[config.mk]
export PLATFORM = sky130hd
export DESIGN_NAME = rucf_ctrl
export DESIGN_NICKNAME = d
export VERILOG_FILES = /design/src/rtl/rucf_pkg.sv /design/src/rtl/rucf_ctrl.sv
export SDC_FILE = /design/constraint.sdc
export NUM_CORES = 1
export LEC_CHECK = 0
export ABC_AREA = 0
export BUFFER_PORTS_ARGS = -buffer_cell sky130_fd_sc_hd__buf_2
export CORE_AREA = 2 2 39 41
export DETAILED_ROUTE_END_ITERATION = 6
export DIE_AREA = 0 0 41 43
export GPL_TIMING_DRIVEN = 0
export HOLD_SLACK_MARGIN = 0.03
export SYNTH_ARGS = -nofsm -noshare
export SYNTH_HDL_FRONTEND = slang
export SYNTH_SLANG_ARGS = --single-unit
[constraint.sdc]
create_clock -name clk -period 1.6 [get_ports clk]
set_clock_uncertainty 0.1 [all_clocks]
set_input_delay 0.16 -clock clk [delete_from_list [all_inputs] [get_ports clk]]
set_output_delay 0.16 -clock clk [all_outputs]
set_load 0.1 [all_outputs]
[src/rtl/rucf_pkg.sv]
// shared types and constants for the rotation unique code filter
// used by the controller, datapath and top level; no dependencies

package rucf_pkg;

  localparam int MAX_BITS_DEF    = 12;
  localparam int STORE_DEPTH_DEF = 512;
  localparam int CFG_W           = 4;

  localparam logic [CFG_W-1:0] CODE_BITS_RST = 4'd8;

  // manchester pairs
  localparam logic [1:0] MAN_ZERO = 2'b01;
  localparam logic [1:0] MAN_ONE  = 2'b10;

  typedef enum logic [1:0] {
    VERDICT_ACCEPT = 2'd0,
    VERDICT_SYM    = 2'd1,
    VERDICT_DUP    = 2'd2,
    VERDICT_FULL   = 2'd3
  } verdict_t;

  typedef struct packed {
    logic load;
    logic rot_step;
    logic scan_start;
    logic scan_step;
    logic commit;
  } ctrl_cmd_t;

  typedef struct packed {
    logic rot_done;
    logic sym;
    logic scan_done;
  } dp_sts_t;

endpackage

[src/rtl/rucf_ctrl.sv]
// controller: sequences encode, rotation, store scan and result commit
// depends on rucf_pkg

module rucf_ctrl (
  input  logic                 clk,
  input  logic                 rst_n,
  input  logic                 in_tvalid,
  output logic                 in_tready,
  output logic                 out_tvalid,
  input  logic                 out_tready,
  output rucf_pkg::ctrl_cmd_t  cmd,
  input  rucf_pkg::dp_sts_t    sts
);

  typedef enum logic [3:0] {
    ST_IDLE = 4'b0001,
    ST_ROT  = 4'b0010,
    ST_SCAN = 4'b0100,
    ST_FIN  = 4'b1000
  } state_t;

  state_t state_r;
  state_t state_nxt;
  logic   out_valid_r;
  logic   out_valid_nxt;

  assign in_tready  = (state_r == ST_IDLE);
  assign out_tvalid = out_valid_r;

  always_comb begin
    state_nxt = state_r;
    cmd       = '0;
    case (state_r)
      ST_IDLE: begin
        if (in_tvalid) begin
          cmd.load  = 1'b1;
          state_nxt = ST_ROT;
        end
      end
      ST_ROT: begin
        if (!sts.rot_done) begin
          cmd.rot_step = 1'b1;
        end else if (sts.sym) begin
          state_nxt = ST_FIN;
        end else begin
          cmd.scan_start = 1'b1;
          state_nxt      = ST_SCAN;
        end
      end
      ST_SCAN: begin
        if (sts.scan_done) begin
          state_nxt = ST_FIN;
        end else begin
          cmd.scan_step = 1'b1;
        end
      end
      ST_FIN: begin
        if (!out_valid_r || out_tready) begin
          cmd.commit = 1'b1;
          state_nxt  = ST_IDLE;
        end
      end
      default: begin
        state_nxt = ST_IDLE;
      end
    endcase
  end

  always_comb begin
    if (cmd.commit) begin
      out_valid_nxt = 1'b1;
    end else if (out_tready) begin
      out_valid_nxt = 1'b0;
    end else begin
      out_valid_nxt = out_valid_r;
    end
  end

  always_ff @(posedge clk) begin
    if (!rst_n) begin
      state_r     <= ST_IDLE;
      out_valid_r <= 1'b0;
    end else begin
      state_r     <= state_nxt;
      out_valid_r <= out_valid_nxt;
    end
  end

`ifndef NO_ASSERTIONS
  a_no_overwrite: assert property (@(posedge clk) disable iff (!rst_n)
    cmd.commit |-> (!out_valid_r || out_tready))
    else $error("result committed over a pending one");

  a_accept_rot: assert property (@(posedge clk) disable iff (!rst_n)
    (in_tvalid && in_tready) |=> (state_r == ST_ROT))
    else $error("accepted item did not start rotation");

  a_no_scan_sym: assert property (@(posedge clk) disable iff (!rst_n)
    cmd.scan_step |-> !sts.sym)
    else $error("store scanned for a symmetric code");
`endif

endmodule

* Word-level counts from Yosys, hierarchy flattened
Index checks and enable logic that the tools add are counted.
** Storage, ports and cells
- Register bits :: 5
- Input bits :: 7
- Output and inout port bits :: 7
- Word-level logic and storage cells :: 32
** Operators by class
- Equal/unequal tests :: 8
- Muxes and demuxes :: 18
- Reductions and logical operators :: 4
** Operators with widths (number)
- $mux 4 :: 5
- $pmux 4 s4 :: 1
- $mux 1 :: 11
- $ne 2x2->1 const B :: 4
- $eq 4x1->1 const B :: 1
- $eq 4x2->1 const B :: 1
- $eq 4x3->1 const B :: 1
- $eq 4x4->1 const B :: 1
- $reduce_and 4->1 :: 1
- $mux 2 :: 1
- $reduce_bool 2->1 :: 1
- $logic_not 1->1 :: 1
- $logic_or 1x1->1 :: 1

* Longest topological paths before layout
Gate-level depths: netlist (run 1).
- Depth in word-level cells :: 5
- Gate-level depth with buffers :: 5
- Gate-level depth less buffers :: 5

* Least setup slack after synthesis (run 1)
No wires, ideal clock.
- Kind :: register to output
- Start point :: register state_r[0]
- End point :: output cmd[4] (netlist name)
- Arrival time :: 3.127 ns
- Data required time :: 1.340 ns
- Setup slack :: -1.787 ns
- Stages on the path, launching flop included :: 3
- Buffers on the path :: 0
- Cells stage by stage :: dfxtp_1 > nor4b_2 > and2_1
** RTL lines
- start, declared :: line rucf_ctrl.sv:22 : state_t state_r;
- start signal, assigned :: line rucf_ctrl.sv:84 : state_r <= state_nxt;
- end, declared :: line rucf_ctrl.sv:11 : output rucf_pkg::ctrl_cmd_t cmd,

==> summary.txt, run 1 <==
Setup path
  – Crit path kind: flip-flop to output port
  – R2r endpoint: state_r[1]
  – CP max-delay cell: dfxtp_4
  – Reg-to-reg slack, setup: between 100 and 150 ps
  – Kind of cell adding the most delay to the critical path: simple AND/OR/NAND/NOR gates
  – Max FO, Critical Path: 5
  – Worst path cell trace: and2b_2, nand2_4, nor3_4, buf_12
  – CP endpoint kind: output port
  – FF-to-FF path depth: 5
  – WP depth: 4
  – Worst path max stage delay: around 370 ps
  – CP required: about 1300 ps
  – Reg2reg start: state_r[2]
  – Critical path data arrival time: 1350 ps
  – Buf+Inv Stages, Crit Path: 1
  – Startpoint types: flip-flop

Pwr
  – Clock power frac: roughly 29%
  – P_leak: approximately 0.29 nW
  – Int Power: about 310 uW
  – Power Dens Cells: 866 mW/mm^2
  – Sw Pwr: between 200 and 250 uW
  – Sw Share: ~40%
  – VDD IR max: between 0.4 and 0.5 mV
  – Seq pwr share: between 20 and 30%
  – Comb power frac: roughly 42%

Worst hold path
  – Hold Startpoint: rst_n
  – Worst Hold End: state_r[0]
  – Worst hold-check path type: input pin to flip-flop
  – Hold path depth: 2

STA
  – Endpoints failing setup: 1
  – Max_slew headroom: between 60% and 70%
  – Worst Tran Pin Value: about 490 ps
  – Final Slew Violations: 0
  – Fin worst setup slack: -5.97 ps
  – Unrepaired setup endpoints after global routing: true
  – Fmax achieved: around 0.62 GHz
  – Hold slack final: 74.1 ps
  – Final Hold Vio Count: 0
  – Period utilization: 100%
  – Tmin final: between 1500 and 2000 ps

Final layout
  – Footprint of the multi-input gates: ~270 um^2
  – Layout overhead on the synthesized area: 85.9%
  – N_diodes: 0
  – Layout cells sized above 1: approximately 67%
  – Fin nets: 66
  – Post-layout util: 44.0%
  – Post-route cell area: 609 um^2
  – Register area: 114 um^2
  – Fillers: about 140

Outcome
  – Failing checks: negative setup slack
  – Outcome: complete, but fails checks

Global routing
  – Antenna violations before repair: 0
  – GRT overflow: 0
  – GRT Total Usage: ~12%
  – Vias in the first global route: roughly 320
  – Largest net degree at the start of global routing: 7
  – First-pass GRT wire length: 1430 um

Drt
  – Post-Route WL: roughly 870 um
  – DRT Pass-1 Iters: 4
  – Via count: between 300 and 400
  – Vias per inst: 4.77
  – Drt initial violations: 3
  – Residual DRC count: 0
  – Post-route ant nets: 0
  – Avg WL per Cell: around 12 um

Clocking
  – Hold_buf cts: 0
  – H-tree levels: 1
  – TritonCTS clock tree: built
  – Root Driver: clkbuf_4
  – Reg clk slew, reported paths: 50 ps
  – Num CTS Buffers: 3
  – Longest Clk Path Bufs: 2
  – Clk sinks: 5
  – Clk Latency, worst-skew pair: approximately 250 ps

Job
  – Maxcap violations: 0

Floorplanning
  – DIE WIDTH: 41 um
  – Row count: 14
  – Initial Util: a little under a quarter
  – Vert. Die Dim: around 43 um
  – Die footprint: about 0.0018 mm^2
  – I/O pin count: 14
  – Core ar.: 0.00138 mm^2

Synthesis
  – Area leader, netlist: dfxtp_1
  – Synth warn: 0
  – FFs w/ async S/R, synth: 0%
  – Post-synth EDFFs: 0
  – Synthesized area per cell: a little under 9 um^2
  – Top-count cell post-synth: dfxtp_1
  – Ranking of synthesized cells by area: dfxtp_1 (31%), nor4b_2 (9.2%), o21a_1 (9.2%), a2bb2oi_2 (4.6%), nand2_1 (4.6%)
  – Synth top cells by count: dfxtp_1 (5), nand2_1 (4), o21a_1 (4)
  – Post-synthesis sequential area ratio: slightly above 30%
  – Register bit total from synthesis: 5
  – Synth top area share: 30.5%
  – Cell Area, Synth: 328 um^2
  – Syn nets: 44
  – Mapped Cells: 37
  – Main flop type after synthesis: dfxtp_1
  – Netlist cell types: 21

Placed design
  – Routability-driven placement congestion ratio: between 0.6 and 0.7
  – Placed Area: ~450 um^2
  – Dpl hpwl: roughly 570 um
  – I/O Buffers: 13
[stage by stage]
stage	power [mW]	setup WS, ps	setup TNS [ps]	cells
detailed placement	0.333	-121	-141	66
finish	0.528	-5.97	-5.97	74
global placement	0.332	-135	-149	66
floorplan	0.303	-654	-1920	37
global route	0.561	-69.4	-219	74
CTS	0.523	-92.4	-131	73
[placed cells by master (no fill, tap or decap), types with 2 or more instances in the layout]
master    count
nor4b_4       2
buf_6         2
buf_4         5
buf_12        4
buf_2         7
o21a_1        4
clkbuf_4      3
dfxtp_4       3
o31ai_1       2
nand2_1       3
dfxtp_2       2
[worst reg2reg max path: cells and delay by family (launching register included)]
| family | cells | cell delay (ps) |
|---|---|---|
| AO/OA/AOI/OAI | 3 | 470 |
| flip-flops | 1 | 390 |
| AND/OR/NAND/NOR | 1 | 250 |
| buffers and inverters | 1 | 150 |
[registers in the layout, indices dropped and copies added, names as in the netlist]
| name | flops |
|---|---|
| out_tvalid | 1 |
| state_r | 4 |
[cell type report]
type | count | share of cell area, %
clock buffers | 3 | 3.70
clock inverters | 1 | 0.821
inverters | 2 | 1.23
multi-input cells | 29 | 43.5
flip-flops and latches | 5 | 18.7
well taps | 16 | 3.29
repair buffers | 18 | 28.7
[power groups by stage]
stage | Combinational, mW | Sequential [mW] | Clock [mW]
after global routing | 0.235 | 0.156 | 0.170
after global placement | 0.179 | 0.153 | 0
after floorplan | 0.153 | 0.150 | 0
after detailed placement | 0.180 | 0.153 | 0
after CTS | 0.211 | 0.153 | 0.159
final | 0.223 | 0.154 | 0.151
[logic make-up after synthesis]
| family | synth area share (%) |
|---|---|
| and+or+nand+nor | 40.1 |
| AOI/OAI and AO/OA | 24.8 |
| DFF | 30.5 |
| buffers and inverters | 4.58 |
[how the worst max path moves through the flow]
stage	start	to	slack (ps)
after floorplan	state_r[3]	cmd[4]	-650
final	state_r[2]	cmd[2]	-6
after global placement	state_r[1]	cmd[0]	-140
after CTS	state_r[0]	cmd[0]	-90
after global routing	state_r[0]	cmd[0]	-70
after detailed placement	state_r[1]	cmd[0]	-120
[repair_timing]
item | 4_1_cts | 5_1_grt
pin swaps | 3 | 2
setup buffers | 3 | 2
endpoints found under the setup margin | 6 | 6
resized for setup | 19 | 9
[routing by layer]
layer  GRT usage [%]  wire (um)
met4            6.00          0
met5               0          0
met1            13.2        357
met3            6.28         36
met2            19.1        478
Note: power is estimated with default switching activity, not from simulation.
==> run 2, diff against run 1 <==
==> constraint.sdc (replaced) <==
create_clock -name clk -period 1.95 [get_ports clk]
set_clock_uncertainty 0.1 [all_clocks]
set_input_delay 0.195 -clock clk [delete_from_list [all_inputs] [get_ports clk]]
set_output_delay 0.195 -clock clk [all_outputs]
set_load 0.1 [all_outputs]
==> run 2 against run 1 <==
Compared with the run above: register-to-register slack better by 400 ps; worst setup slack better by 98 ps; die area unchanged; count of clock-buffer cells in the layout up 1; non-clock buffer count down 4; combinational power down 36%; final cell count down 5.4%; hold slack better by 21 ps; sequential cell count unchanged; the run now ends clean; sequential power down 18%; sequential share of layout area up 2.8 points.
==> summary.txt, run 2 (synthesis gave the netlist of run 1 again) <==
Drt
  – DRT Pass-1 Iters: 4 (unchanged)
  – Via count: 345 (-2.3%)
  – Post-route ant nets: 0 (unchanged)
  – Drt initial violations: 2 (-1)
  – Vias per inst: 4.93 (+3.3%)
  – Post-Route WL: 752 um (-14%)
  – Residual DRC count: 0 (unchanged)
  – Avg WL per Cell: 10.7 um (-8.8%)

Setup path
  – Worst path max stage delay: 420 ps (+50 ps)
  – Worst path cell trace: and2b_1, nand2_1, nor2_2, buf_2
  – Reg-to-reg slack, setup: 530 ps (+400 ps)
  – CP required: 1650 ps (+310 ps)
  – Startpoint types: flip-flop
  – CP Launch Point: state_r[2]
  – Crit path kind: flip-flop to output port
  – CP endpoint kind: output port
  – CP max-delay cell: buf_2
  – R2r endpoint: state_r[1]
  – Buf+Inv Stages, Crit Path: 1 (unchanged)
  – FF-to-FF path depth: 4 (-1)
  – Reg2reg start: state_r[2]
  – Critical path data arrival time: 1560 ps (+210 ps)
  – Kind of cell adding the most delay to the critical path: simple AND/OR/NAND/NOR gates
  – Max FO, Critical Path: 5 (unchanged)

Pwr
  – Comb power frac: 36.7% (-5.5 points)
  – Post-layout total power: 390 uW (-26%)
  – Seq pwr share: 32.2% (+3.0 points)
  – VDD IR max: 0.375 mV (-14%)
  – Int Power: 232 uW (-26%)
  – Sw Share: 40.6% (-0.045 points)
  – Clock power frac: 31.1% (+2.5 points)
  – Sw Pwr: 158 uW (-26%)
  – Power Dens Cells: 815 mW/mm^2 (-5.9%)
  – P_leak: 0.234 nW (-18%)

Final layout
  – N_diodes: 0 (unchanged)
  – Post-layout util: 34.5% (-9.5 points)
  – Layout cells sized above 1: 48.1% (-19 points)
  – Fillers: 149 (+5.7%)
  – Layout overhead on the synthesized area: 45.8%
  – Max reg flops: 4 (unchanged)
  – Most frequent cells in the layout: buf_2 (10), clkbuf_4 (5), nand2_1 (4), o21a_1 (4), dfxtp_1 (3)
  – Fin nets: 62 (-6.1%)
  – Post-route cell area: 478 um^2 (-22%)
  – Commonest non-fill, non-tap cell in the layout: buf_2
  – Non-filler cells, final: 70 (-5.4%)
  – Largest Register: state_r

Floorplanning
  – Die footprint: 0.00176 mm^2 (unchanged)
  – Initial Util: 23.7% (unchanged)
  – Vert. Die Dim: 43 um (unchanged)
  – Row count: 14 (unchanged)
  – Core ar.: 0.00138 mm^2 (unchanged)
  – DIE WIDTH: 41 um (unchanged)
  – I/O pin count: 14 (unchanged)

Clocking
  – Clk Latency, worst-skew pair: 240 ps (about the same)
  – Clk sinks: 5 (unchanged)
  – H-tree levels: 1 (unchanged)
  – Longest Clk Path Bufs: 2 (unchanged)
  – Reg clk slew, reported paths: 50 ps (about the same)
  – TritonCTS clock tree: built
  – Root Driver: clkbuf_4
  – Num CTS Buffers: 3 (unchanged)

Global routing
  – Largest net degree at the start of global routing: 7 (unchanged)
  – GRT Total Usage: 10.4% (-2.0 points)
  – Vias in the first global route: 296 (-8.6%)
  – Antenna violations before repair: 0 (unchanged)
  – GRT overflow: 0 (unchanged)
  – First-pass GRT wire length: 1210 um (-15%)

Job
  – Maxcap violations: 0 (unchanged)

Placed design
  – I/O Buffers: 13 (unchanged)
  – DP Cell Count: 66 (unchanged)
  – Dpl hpwl: 552 um (-2.5%)
  – Placed Area: 435 um^2 (-3.9%)
  – Routability-driven placement congestion ratio: 0.752 (+16%)

STA
  – Max_slew headroom: 67.9% (about the same)
  – Worst Tran Pin Value: 485 ps (-0.380 ps)
  – Tmin final: 1860 ps
  – Endpoints failing setup: 0 (-1)
  – Final Slew Violations: 0 (unchanged)
  – Final Hold Vio Count: 0 (unchanged)
  – Unrepaired setup endpoints after global routing: false
  – Fmax achieved: 0.538 GHz
  – Period utilization: 95.3%

Worst hold path
  – Hold Startpoint: rst_n
  – Worst hold-check path type: input pin to flip-flop
  – Hold path depth: 2 (unchanged)
  – Worst Hold End: state_r[0]

Outcome
  – Outcome: completed
## run 2: changes by cell type in the layout (fill, tap and decap cells not counted), moves of 2 or more
cell      delta
buf_12       -4
buf_2        +3
buf_4        -3
buf_6        -2
clkbuf_4     +2
dfxtp_1      +3
dfxtp_4      -3
## run 2: power groups by stage
| stage | clock network, mW | logic (mW) | registers (mW) |
|---|---|---|---|
| 2_1_floorplan | 0 | 0.120 | 0.123 |
| 3_3_place_gp | 0 | 0.142 | 0.126 |
| 3_5_place_dp | 0 | 0.142 | 0.125 |
| 4_1_cts | 0.129 | 0.143 | 0.123 |
| 5_1_grt | 0.134 | 0.151 | 0.127 |
| 6_report | 0.121 | 0.143 | 0.126 |
## run 2: metrics by stage
| stage | setup slack (ps) | setup TNS, ps | hold WS [ps] |
|---|---|---|---|
| final | 91.7 | 0 | 95.0 |
| after global routing | 0.480 | 0 | 95.0 |
| after CTS | 8.98 | 0 | 82.3 |
| after detailed placement | 176 | 0 | 342 |
| after global placement | 184 | 0 | 331 |
| after floorplan | -348 | -449 | 167 |
## run 2: worst max path at each step
stage	to	slack, ps	cells after the start
after CTS	cmd[2]	9	4
after detailed placement	cmd[0]	180	4
after global routing	cmd[1]	0.5	5
final	cmd[3]	90	4
after global placement	cmd[0]	180	4
after floorplan	cmd[4]	-350	2
## run 2: per-layer routing
layer  wire [um]  global-route usage [%]  vias up  share of wire (%)
met3          63                    7.85        0                8.4
li1            -                       -      171                  -
met2         368                    13.4       10                 49
met5           0                       0        -                  0
met4           0                    2.00        0                  0
met1         319                    13.5      164                 42
## run 2: layout make-up
class | instances | area [um^2] | area share (%)
flip-flops and latches | 5 | 103 | 21.5
clock buffers | 4 | 26.3 | 5.50
multi-input cells | 29 | 241 | 50.5
well taps | 16 | 20.0 | 4.19
inverters | 2 | 7.51 | 1.57
plain buffers | 1 | 7.51 | 1.57
repair buffers | 13 | 72.6 | 15.2
## run 2: repair_timing
item / in CTS / in global routing
endpoints found under the setup margin: 1 / 3
setup buffers: 0 / 0
resized for setup: 1 / 3
hold buffers: 0 / 0
==> run 3, diff against run 2 <==
==> constraint.sdc (replaced) <==
create_clock -name clk -period 1.95 [get_ports clk]
set_clock_uncertainty 0.1 [all_clocks]
set_input_delay 0.195 -clock clk [delete_from_list [all_inputs] [get_ports clk]]
set_output_delay 0.195 -clock clk [all_outputs]
set_load 0.01 [all_outputs]
==> run 3 against run 2 <==
Compared with the run above: clock power is 3% lower; worst setup slack gained 120 ps; sequential share of layout area grew 1.3 points; final cell count stayed put; critical path depth did not move; hold slack improved by 11 ps; sequential cell count did not move; maximum frequency grew 7.0%; total power fell by 22%; via count is 8.4% lower; register-to-register slack better by 50 ps; final area fell by 8.1%.
==> summary.txt, run 3 (synthesis gave the netlist of run 1 again) <==
Drt
  – Post-Route WL: 625 um (-17%)
  – DRT Pass-1 Iters: 3 (-1)
  – Top Layer Used: met3
  – Avg WL per Cell: 8.93 um (-17%)
  – Routed wl met3: 33 um (-48%)
  – Via count: 316 (-8.4%)
  – Vias per inst: 4.51 (-8.4%)
  – Drt initial violations: 2 (unchanged)
  – Residual DRC count: 0 (unchanged)
  – Post-route ant nets: 0 (unchanged)
  – Post-Route M1 WL: 270 um (-15%)
  – WL met2: 321 um (-13%)

Final layout
  – Max reg flops: 4 (unchanged)
  – Layout overhead on the synthesized area: 34.0%
  – Post-route cell area: 439 um^2 (-8.1%)
  – Most frequent cells in the layout: buf_2 (13), dfxtp_1 (5), nand2_1 (4), o21a_1 (4)
  – Register area: 100 um^2 (-2.4%)
  – Footprint of the multi-input gates: 213 um^2 (-12%)
  – Largest Register: state_r
  – Layout cells sized above 1: 40.7% (-7.4 points)
  – Fillers: 156 (+4.7%)
  – Fin nets: 62 (unchanged)
  – Commonest non-fill, non-tap cell in the layout: buf_2
  – N_diodes: 0 (unchanged)

Worst hold path
  – Worst Hold End: state_r[0]
  – Hold Startpoint: rst_n
  – Hold path depth: 2 (unchanged)
  – Worst hold-check path type: input pin to flip-flop

Setup path
  – Kind of cell adding the most delay to the critical path: simple AND/OR/NAND/NOR gates
  – Max FO, Critical Path: 6 (+1)
  – Crit path kind: flip-flop to output port
  – R2r endpoint: state_r[1]
  – Reg2reg start: state_r[1]
  – FF-to-FF path depth: 4 (unchanged)
  – CP required: 1650 ps (about the same)
  – CP endpoint kind: output port
  – Buf+Inv Stages, Crit Path: 2 (+1)
  – Reg-to-reg slack, setup: 580 ps (+50 ps)
  – Critical path data arrival time: 1440 ps (-120 ps)
  – CP max-delay cell: nor4b_2
  – Startpoint types: flip-flop
  – WP depth: 4 (unchanged)
  – Worst path max stage delay: 440 ps (+20 ps)
  – Worst path cell trace: nor4b_2, nor2b_1, buf_4, buf_2

Placed design
  – Dpl hpwl: 516 um (-6.6%)
  – Placed Area: 413 um^2 (-5.2%)
  – I/O Buffers: 13 (unchanged)
  – Routability-driven placement congestion ratio: 0.705 (-6.3%)
  – Post-Place Setup Slack: 459 ps (+283 ps)

Clocking
  – TritonCTS clock tree: built
  – Longest Clk Path Bufs: 2 (unchanged)
  – Root Driver: clkbuf_4
  – Clk Latency, worst-skew pair: 240 ps (about the same)
  – Num CTS Buffers: 3 (unchanged)
  – Reg clk slew, reported paths: 40 ps (about the same)
  – Number of post-CTS setup repair buffers: 0 (unchanged)
  – Hold_buf cts: 0 (unchanged)
  – H-tree levels: 1 (unchanged)
  – Post-cts repair resize count: 0 (-1)
  – Clk sinks: 5 (unchanged)

Global routing
  – GRT Total Usage: 8.74% (-1.6 points)
  – First-pass GRT wire length: 1060 um (-13%)
  – Largest net degree at the start of global routing: 7 (unchanged)
  – Antenna violations before repair: 0 (unchanged)
  – Vias in the first global route: 293 (-1.0%)
  – GRT overflow: 0 (unchanged)

Floorplanning
  – Initial Util: 23.7% (unchanged)
  – Core ar.: 0.00138 mm^2 (unchanged)
  – Row count: 14 (unchanged)
  – Vert. Die Dim: 43 um (unchanged)
  – DIE WIDTH: 41 um (unchanged)
  – Die footprint: 0.00176 mm^2 (unchanged)
  – I/O pin count: 14 (unchanged)

STA
  – Max_slew headroom: 74.0% (+6.1 points)
  – Setup TNS: 0 ps (unchanged)
  – Final Hold Vio Count: 0 (unchanged)
  – Fmax achieved: 0.576 GHz (+7.0%)
  – Final Slew Violations: 0 (unchanged)
  – Period utilization: 89.0% (-6.3 points)
  – Tmin final: 1740 ps (-122 ps)
  – Fin worst setup slack: 214 ps (+122 ps)
  – Worst Tran Pin Value: 389 ps (-95.5 ps)
  – Unrepaired setup endpoints after global routing: false
  – Endpoints failing setup: 0 (unchanged)

Pwr
  – Power Dens Cells: 693 mW/mm^2 (-15%)
  – P_leak: 0.222 nW (-5.3%)
  – VDD IR max: 0.311 mV (-17%)

Job
  – Maxcap violations: 0 (unchanged)

Outcome
  – Outcome: completed
-- run 3: worst max path at each step --
stage | slack (ps) | endpoint | startpoint
6_report | 210 | cmd[0] | state_r[1]
4_1_cts | 190 | cmd[0] | state_r[1]
3_5_place_dp | 460 | cmd[0] | state_r[1]
5_1_grt | 80 | cmd[0] | state_r[1]
2_1_floorplan | 630 | cmd[4] | state_r[0]
3_3_place_gp | 460 | cmd[0] | state_r[1]
-- run 3: metrics by stage --
| stage | power, mW | hold WS, ps | utilization, % | std cells |
|---|---|---|---|---|
| 2_1_floorplan | 0.166 | 167 | - | 37 |
| 3_3_place_gp | 0.189 | 342 | 29.8 | 66 |
| 3_5_place_dp | 0.190 | 345 | 29.8 | 66 |
| 4_1_cts | 0.311 | 97.6 | 31.7 | 70 |
| 5_1_grt | 0.325 | 106 | 31.7 | 70 |
| 6_report | 0.304 | 106 | 31.7 | 70 |
-- run 3: area by class of cell --
cell class,count,share of cell area [%]
clock buffer,4,5.98
sequential,5,22.8
tap,16,4.56
timing repair buffer,13,14.8
buffer,1,1.71
inverter,2,1.71
multi-input combinational,29,48.4
-- run 3: power breakdown --
part           total [mW]  leakage, nW  internal [mW]  switching [mW]
clock network       0.117       0.0150         0.0772          0.0399
registers           0.121       0.0408          0.110          0.0110
logic              0.0665        0.166         0.0351          0.0314
total               0.304        0.222          0.222          0.0824
-- run 3: metal layers --
| layer | global-route usage, % | up-vias |
|---|---|---|
| met1 | 11.0 | 141 |
| li1 | - | 169 |
| met4 | 6.00 | 0 |
| met2 | 12.8 | 6 |
| met3 | 1.57 | 0 |
| met5 | 0 | - |
-- run 3: worst register-to-register path: stages (launching register included) --
cell,delay [ps]
dfxtp_1,360
nor4b_2,440
nand2_2,110
o21a_1,120
o2111a_1,130
